===== src/sv/assert_macros.svh =====
// Assertion helpers, clocked on i_clk and disabled during reset.
`ifndef ASSERT_MACROS_SVH
`define ASSERT_MACROS_SVH

// Property that must hold at every clock edge.
`define ASSERT_CLK(label, prop, msg) \
    label: assert property (@(posedge i_clk) disable iff (!i_rst_n) (prop)) else $error(msg);

// Antecedent implies consequent in the same cycle.
`define ASSERT_IMPL(label, ante, cons, msg) \
    label: assert property (@(posedge i_clk) disable iff (!i_rst_n) (ante) |-> (cons)) \
        else $error(msg);

`endif


===== src/sv/tmcw_pkg.sv =====
`timescale 1ns / 1ps

package tmcw_pkg;

    localparam int COLUMNS   = 80;
    localparam int ROWS      = 25;
    localparam int CELLS     = COLUMNS * ROWS;
    localparam int ADDR_W    = $clog2(CELLS);
    localparam int COL_W     = 7;
    localparam int ROW_W     = 5;
    localparam int TAB_WIDTH = 7;
    localparam int TAB_CNT_W = $clog2(TAB_WIDTH);
    localparam int QDEPTH    = 2;
    localparam int PTR_W     = $clog2(QDEPTH);

    localparam logic [7:0] CH_EOS   = 8'h00;
    localparam logic [7:0] CH_TAB   = 8'h09;
    localparam logic [7:0] CH_LF    = 8'h0A;
    localparam logic [7:0] CH_CR    = 8'h0D;
    localparam logic [7:0] CH_SPACE = 8'h20;

    localparam logic KIND_WRITE = 1'b0;
    localparam logic KIND_READ  = 1'b1;

    typedef struct packed {
        logic             kind;
        logic [7:0]       char_code;
        logic [COL_W-1:0] cell_col;
        logic [ROW_W-1:0] cell_row;
    } t_in_item;

    typedef struct packed {
        logic [COL_W-1:0] cursor_col;
        logic [ROW_W-1:0] cursor_row;
        logic [7:0]       cell_char;
        logic [7:0]       cell_attr;
        logic             scrolled;
    } t_out_item;

    typedef enum logic [2:0] {
        OP_READ,
        OP_PRINT,
        OP_TAB,
        OP_LF,
        OP_CR,
        OP_NEWLINE
    } t_op;

    typedef struct packed {
        t_op              op;
        logic             rd_ok;
        logic [7:0]       char_code;
        logic [COL_W-1:0] col;
        logic [ROW_W-1:0] row;
    } t_cmd;

    typedef enum logic [2:0] {
        S_CLEAR,
        S_IDLE,
        S_RDWAIT,
        S_TAB,
        S_COPY,
        S_DRAIN,
        S_FILL
    } t_state;

endpackage


===== src/sv/tmcw_front.sv =====
`timescale 1ns / 1ps
`include "assert_macros.svh"

module tmcw_front (
    input  logic               i_clk,
    input  logic               i_rst_n,
    input  logic               push,
    output logic               full,
    input  tmcw_pkg::t_in_item i_item,
    output logic               o_cmd_valid,
    output tmcw_pkg::t_cmd     o_cmd,
    input  logic               i_cmd_pop
);
    import tmcw_pkg::*;

    t_cmd             r_q [QDEPTH];
    logic [PTR_W-1:0] r_wp;
    logic [PTR_W-1:0] r_rp;
    logic [PTR_W:0]   r_cnt;
    t_cmd             cls;
    logic             push_acc;
    logic             pop_acc;

    // classify the incoming transaction
    always_comb begin
        cls.char_code = i_item.char_code;
        cls.col       = i_item.cell_col;
        cls.row       = i_item.cell_row;
        cls.rd_ok     = ({1'b0, i_item.cell_col} < (COL_W + 1)'(COLUMNS)) &&
                        ({1'b0, i_item.cell_row} < (ROW_W + 1)'(ROWS));
        if (i_item.kind == KIND_READ) begin
            cls.op = OP_READ;
        end else begin
            unique case (i_item.char_code)
                CH_TAB:  cls.op = OP_TAB;
                CH_LF:   cls.op = OP_LF;
                CH_CR:   cls.op = OP_CR;
                CH_EOS:  cls.op = OP_NEWLINE;
                default: cls.op = OP_PRINT;
            endcase
        end
    end

    assign full        = (r_cnt == (PTR_W + 1)'(QDEPTH));
    assign o_cmd_valid = (r_cnt != '0);
    assign o_cmd       = r_q[r_rp];
    assign push_acc    = push && !full;
    assign pop_acc     = i_cmd_pop && o_cmd_valid;

    always_ff @(posedge i_clk) begin
        if (push_acc) begin
            r_q[r_wp] <= cls;
        end
    end

    always_ff @(posedge i_clk) begin
        if (!i_rst_n) begin
            r_wp  <= '0;
            r_rp  <= '0;
            r_cnt <= '0;
        end else begin
            if (push_acc) begin
                r_wp <= r_wp + 1'b1;
            end
            if (pop_acc) begin
                r_rp <= r_rp + 1'b1;
            end
            r_cnt <= r_cnt + (PTR_W + 1)'(push_acc) - (PTR_W + 1)'(pop_acc);
        end
    end

    `ASSERT_CLK(a_q_count_range, r_cnt <= (PTR_W + 1)'(QDEPTH), "command queue count overrun")

endmodule


===== config.mk =====
export PLATFORM = sky130hd
export DESIGN_NAME = tmcw_front
export DESIGN_NICKNAME = d
export VERILOG_FILES = /design/src/sv/tmcw_pkg.sv /design/src/sv/tmcw_front.sv
export VERILOG_INCLUDE_DIRS = /design/src /design/src/sv
export SDC_FILE = /design/constraint.sdc
export NUM_CORES = 1
export LEC_CHECK = 0
export ABC_AREA = 0
export BUFFER_PORTS_ARGS = -buffer_cell sky130_fd_sc_hd__buf_2
export CAP_MARGIN = 10
export CORE_ASPECT_RATIO = 1.75
export CORE_MARGIN = 5
export CORE_UTILIZATION = 27
export CTS_CLUSTER_SIZE = 25
export DETAILED_ROUTE_END_ITERATION = 8
export PLACE_DENSITY = 0.54
export SLEW_MARGIN = 20
export SYNTH_ARGS = -nofsm -noshare
export SYNTH_HDL_FRONTEND = slang
export SYNTH_SLANG_ARGS = --single-unit

===== constraint.sdc =====
create_clock -name i_clk -period 4.9 [get_ports i_clk]
set_input_delay 0.245 -clock i_clk [delete_from_list [all_inputs] [get_ports i_clk]]
set_output_delay 0.245 -clock i_clk [all_outputs]
set_load 0.02 [all_outputs]

==> key figures, run 1 <==
Floorplan
  • Die Ht: 125 µm
  • Cell Rows: 42
  • IO Pins: 51
  • DIE AREA: 9530 µm²
  • Die X: 76.0 µm
  • Starting Density: 27.4%
  • Core ar.: 7510 µm²

Clock tree
  • Hold Buf Count CTS: 0
  • Post-CTS Resized: 0
  • Max clock buf depth: 2
  • Clock sinks: 53
  • CTS tree: built
  • # H-tree levels: 2
  • Post-CTS setup buffer count: 0
  • Clk pin slew, worst setup/hold paths: 0.07 ns
  • CTS Buf Count: 5
  • Skew-Pair Late Insertion Delay: 0.29 ns
  • CTS Root Cell: clkbuf_16

Layout
  • Final nets: 199
  • Layout area overhead: 26.3%
  • Final core utilization: 34.5%
  • # diodes: 0
  • Share of layout cells above drive strength 1: 51.4%

Synthesis
  • Cell with the most instances after synthesis: edfxtp_1
  • Synth Net Count: 143
  • Synth cell types: 22
  • EDFF count, synth: 48
  • Mapped Area: 2060 µm²
  • Register area share after synthesis: 75.0%
  • Syn Area/Cell: 17.7 µm²
  • Register bit total from synthesis: 53
  • Post-synthesis simple-gate area fraction: 6.57%
  • Synth area leader: edfxtp_1
  • Share of flip-flops with an asynchronous set or reset: 0%
  • Synth top area share: 70.1%
  • Ys Warns: 0
  • Main combinational cell family by area after synthesis: multiplexers
  • Adder-cell share of the synthesized area: 1.22%
  • Mux share of post-synthesis cell area: 13.6%
  • Dominant cells by area after synthesis: edfxtp_1, mux2_2, dfxtp_1
  • Top cells by count, synth: edfxtp_1, mux2_2, nor2_1
  • Synth Instances: 116
  • Post-Synth XOR/XNOR Area: 1.28%
  • Post-synthesis compound-gate area fraction: 1.03%
  • Ys flop type: edfxtp_1

Critical path
  • Reg2Reg Setup Slack: 3.26 ns
  • Critical path type: register to primary output
  • Crit-path slowest cell: dfxtp_2
  • R2R cell count: 8
  • Endpoint class of the critical path: primary output
  • CP Launch Type: register
  • R2r endpoint: r_cnt[1]
  • CP max stage delay: 0.73 ns
  • Critical Path RT: 4.66 ns
  • CP Max Fanout: 24
  • Worst path cell trace: mux2_2, buf_2
  • FF-to-FF Start: r_cnt[0]
  • CP Data Arrival Time: 1.59 ns

Timing
  • # setup viols final: 0
  • RSZ-0062 raised after global routing: no
  • Final Max Slew Viols: 0
  • Fin. Hold Viols: 0
  • Tcrit/Tclk final: 37.6%
  • Worst slew margin: 59.0%
  • Skew final: 0.00521 ns
  • Total negative slack: 0 ns
  • Post-layout min period: 1.84 ns
  • Slew @ Worst Pin: 0.614 ns
  • Max Clock Freq: 0.543 GHz

Route
  • Vias per cell: 4.41
  • Remaining DRCs: 0
  • Avg WL per Cell: 14.5 µm
  • Starting DRT DRC Count: 35
  • Vias: 1,152
  • Detail Route Antenna Nets: 0
  • DRT Wirelength: 3790 µm
  • TritonRoute pass-1 iters: 4

Power
  • Leak: 0.984 nW
  • Peak supply drop: 259 µV
  • Pwr dens: 551 nW/µm²

Global routing
  • Largest net degree at the start of global routing: 25
  • Total track usage: 8.06%
  • Total gr overflow: 0
  • Initial antenna violation count: 0
  • Vias in the first global route: 1,198
  • First-pass GRT wire length: 5980 µm

Hold path
  • Hold Path Sink: r_q[1][7]
  • Hold Path Origin: i_item[7]
  • HP Class: input pin to register
  • WHS Path Cells: 1

Placed design
  • # port buffers: 50
  • Placer Congestion: 0.655
  • Post-DP HPWL: 2700 µm

Outcome
  • Status: complete, no violations

Job
  • Max_cap viols: 0
-- state kept, by name (all words and copies together), names as in the netlist, named ones only --
register and cells:
r_q 48, r_rp 1, r_cnt 2, r_wp 1
-- cells in the final DEF, fill, tap and decap left out, types with 3 or more instances in the layout --
cell type   n
and2_1      3
buf_2      50
clkbuf_16   5
dfxtp_1     4
edfxtp_1   48
inv_1       3
mux2_2     24
nand2_1     3
nor2_1      5
nor3_1      4
-- logic make-up after synthesis --
group | count (synthesis)
buffers and inverters | 6
DFF | 53
xor gates and xnor gates | 3
AOI/OAI and AO/OA | 3
muxes | 25
adders and majority gates | 2
and+or+nand+nor | 24
-- stage by stage --
step | cells | hold slack (ns) | setup WS (ns) | power (W) | cell area, µm²
floorplan | 116 | 0.344 | 2.89 | 0.000915 | 2060
global placement | 253 | 0.440 | 2.90 | 0.00105 | 2420
detailed placement | 253 | 0.442 | 3.25 | 0.00105 | 2420
CTS | 261 | 0.138 | 3.01 | 0.00146 | 2600
global route | 261 | 0.141 | 2.97 | 0.00151 | 2600
finish | 261 | 0.149 | 3.06 | 0.00143 | 2600
-- power breakdown --
group	internal (W)	switching [W]	leakage (nW)	total, W
registers	0.000586	0.0000528	0.490	0.000639
clock network	0.000255	0.000146	0.0831	0.000401
logic	0.000168	0.000223	0.411	0.000391
total	0.00101	0.000422	0.984	0.00143
-- cell type report --
type | instances | area (µm²)
Fill cell | 750 | 4920
Sequential cell | 53 | 1540
Clock buffer | 6 | 139
Inverter | 3 | 11.3
Clock inverter | 2 | 37.5
Timing Repair Buffer | 52 | 265
Multi-Input combinational cell | 57 | 490
Tap cell | 88 | 110
-- worst max-delay path: cells and delay by family (launching register included) --
family | cells | cell delay [ns]
buffers and inverters | 1 | 0.16
multiplexers | 1 | 0.42
flip-flops | 1 | 0.73
-- metal layers --
metal / GRT usage, % / wire length (µm) / vias to the layer above
met3: 2.73 / 223 / 8
li1: - / - / 549
met2: 14.8 / 2100 / 36
met5: 0 / 0 / -
met1: 7.59 / 1380 / 559
met4: 4.40 / 87 / 0
-- worst max-delay path by stage --
| stage | from | to | slack, ns | cells after the start |
|---|---|---|---|---|
| floorplan | r_cnt[0] | r_q[0][0] | 2.89 | 3 |
| global placement | register | o_cmd[17] | 2.90 | 2 |
| detailed placement | r_cnt[0] | r_cnt[1] | 3.25 | 8 |
| CTS | register | o_cmd[17] | 3.01 | 2 |
| global route | register | o_cmd[23] | 2.97 | 2 |
| finish | register | o_cmd[21] | 3.06 | 2 |
Note: power is estimated with default switching activity, not from simulation.
==> inputs of run 2 (changes only) <==
Clock period 4.9 ns to 1.7 ns, I/O delays scaled along.
==> run 2 against run 1 <==
Routed wire length increased by 3.0%. Non-clock buffer count increased by 8. Sequential cell count unchanged. Utilization increased by 1.2 points. Sequential share of layout area decreased by 1.9 points. Cell count increased by 3.1%. Sequential power increased to 2.8 times the previous value. Clock skew increased by 0.0026 ns. Count of clock-buffer cells in the layout increased by 1. Global-route usage increased by 0.58 points. Register-to-register slack got worse by 3.1 ns. Die area unchanged. Highest routed layer unchanged.
==> key figures, run 2 (synthesis results as in run 1) <==
Hold path
  • WHS Path Cells: 1 (unchanged)
  • HP Class: input pin to register (unchanged)
  • Hold Path Sink: r_q[0][9] (was r_q[1][7])
  • Hold Path Origin: i_item[9] (was i_item[7])

Timing
  • # setup viols final: 0 (unchanged)
  • Final Max Slew Viols: 0 (unchanged)
  • Skew final: 0.00780 ns (was 0.00521 ns)
  • Total negative slack: 0 ns (unchanged)
  • Max Clock Freq: 0.635 GHz
  • Tcrit/Tclk final: 92.6%
  • RSZ-0062 raised after global routing: no (unchanged)
  • Slew @ Worst Pin: 0.378 ns (was 0.614 ns)
  • Fin. Hold Viols: 0 (unchanged)
  • Post-layout min period: 1.57 ns
  • Worst slew margin: 74.5% (was 59.0%)

Clock tree
  • Max clock buf depth: 2 (unchanged)
  • # H-tree levels: 2 (unchanged)
  • CTS Root Cell: clkbuf_16 (unchanged)
  • Skew-Pair Late Insertion Delay: 0.28 ns (was 0.29 ns)
  • Post-CTS setup buffer count: 0 (unchanged)
  • CTS Buf Count: 5 (unchanged)
  • CTS tree: built (unchanged)
  • Clock sinks: 53 (unchanged)
  • Clk pin slew, worst setup/hold paths: 0.07 ns (about the same)

Placed design
  • # port buffers: 50 (unchanged)
  • Placed Instance Area: 2460 µm² (was 2420 µm²)
  • Placer Congestion: 0.684 (was 0.655)
  • Post-DP HPWL: 2720 µm (was 2700 µm)
  • Placed insts: 254 (was 253)

Critical path
  • CP Launch Type: register (unchanged)
  • R2r endpoint: r_cnt[1] (unchanged)
  • Endpoint class of the critical path: register (was primary output)
  • CP Data Arrival Time: 1.78 ns (was 1.59 ns)
  • CP Max Fanout: 4 (was 24)
  • FF-to-FF Start: r_cnt[0] (unchanged)
  • Critical path type: register to register (was register to primary output)
  • Critical Path RT: 1.91 ns (was 4.66 ns)
  • R2R cell count: 8 (unchanged)
  • Reg2Reg Setup Slack: 0.13 ns (was 3.26 ns)

Job
  • Max_cap viols: 0 (unchanged)

Global routing
  • Initial antenna violation count: 0 (unchanged)
  • Vias in the first global route: 1,273 (was 1,198)
  • Total gr overflow: 0 (unchanged)
  • Total track usage: 8.64% (was 8.06%)
  • First-pass GRT wire length: 6440 µm (was 5980 µm)
  • Largest net degree at the start of global routing: 25 (unchanged)

Floorplan
  • Die Ht: 125 µm (unchanged)
  • IO Pins: 51 (unchanged)
  • Starting Density: 27.4% (unchanged)
  • DIE AREA: 9530 µm² (unchanged)
  • Die X: 76.0 µm (unchanged)
  • Cell Rows: 42 (unchanged)
  • Core ar.: 7510 µm² (unchanged)

Power
  • Pwr dens: 1510 nW/µm² (was 551 nW/µm²)
  • Peak supply drop: 831 µV (was 259 µV)
  • Leak: 1.01 nW (was 0.984 nW)

Route
  • Vias: 1,168 (was 1,152)
  • Starting DRT DRC Count: 48 (was 35)
  • DRT Wirelength: 3900 µm (was 3790 µm)
  • Vias per cell: 4.34 (was 4.41)
  • Remaining DRCs: 0 (unchanged)
  • Detail Route Antenna Nets: 0 (unchanged)
  • TritonRoute pass-1 iters: 3 (was 4)
  • Avg WL per Cell: 14.5 µm (about the same)

Layout
  • Max reg flops: 48 (unchanged)
  • Largest reg by FF count: r_q (unchanged)
  • Commonest non-fill, non-tap cells in the layout: buf_2, edfxtp_1, mux2_2 (unchanged)
  • Most common cell after layout, fill and taps aside: buf_2 (unchanged)
  • Final nets: 207 (was 199)
  • Fin area: 2680 µm² (was 2600 µm²)
  • Top flop regs: r_q x48, r_cnt x2 (unchanged)
  • Post-route insts no fill: 269 (was 261)
  • # diodes: 0 (unchanged)
  • Share of layout cells above drive strength 1: 49.7% (was 51.4%)
  • Layout area overhead: 30.6% (was 26.3%)

Outcome
  • Status: complete, no violations (unchanged)
## run 2: final cells by class
type / instances / area, µm²
flip-flops and latches: 53 / 1540
well taps: 88 / 110
fillers: 733 / 4830
multi-input cells: 57 / 498
repair buffers: 60 / 380
clock buffers: 7 / 133
clock inverters: 1 / 7.51
inverters: 3 / 11.3
## run 2: worst max-delay path by stage
stage	cells past startpoint	from	to	slack, ns
floorplan	3	r_cnt[0]	r_q[0][0]	0.08
global placement	8	r_cnt[0]	r_cnt[1]	0.13
detailed placement	8	r_cnt[0]	r_cnt[1]	0.07
CTS	8	r_cnt[0]	r_cnt[1]	0.06
global route	8	r_cnt[0]	r_cnt[1]	0.01
finish	8	r_cnt[0]	r_cnt[1]	0.13
## run 2: metrics by stage
stage	hold WS (ns)	power (W)	worst slack, ns	util, %
after floorplan	0.184	0.00264	0.0791	-
after detailed placement	0.283	0.00312	0.0659	32.8
final	0.00925	0.00404	0.126	35.7
after global routing	0.00221	0.00427	0.0105	35.7
after CTS	0.00127	0.00411	0.0617	35.6
after global placement	0.276	0.00311	0.126	32.8
## run 2: worst max-delay path, stage by stage (launching register included)
cell      delay, ns
dfxtp_2        0.35
nand2b_4       0.13
nand2_1        0.10
ha_1           0.29
inv_1          0.04
ha_1           0.18
xor2_1         0.15
and2_1         0.15
nor3_1         0.11
## run 2: metal layers
metal / vias to the layer above / GRT usage, % / wire length [µm]
met4: 0 / 3.77 / 73
met3: 5 / 2.59 / 195
met5: - / 0 / 0
met2: 37 / 16.7 / 2200
met1: 560 / 8.05 / 1440
li1: 566 / - / -
## run 2: repair_timing
item,in CTS,in global routing
hold buffers,7,0
setup endpoints to repair,0,1
resized for setup,0,3
hold endpoints to repair,14,0
## run 2: where the power goes
group | switching [W] | total, W | internal, W
clock network | 0.000413 | 0.000960 | 0.000547
logic | 0.000747 | 0.00132 | 0.000571
registers | 0.0000747 | 0.00176 | 0.00169
total | 0.00123 | 0.00404 | 0.00281
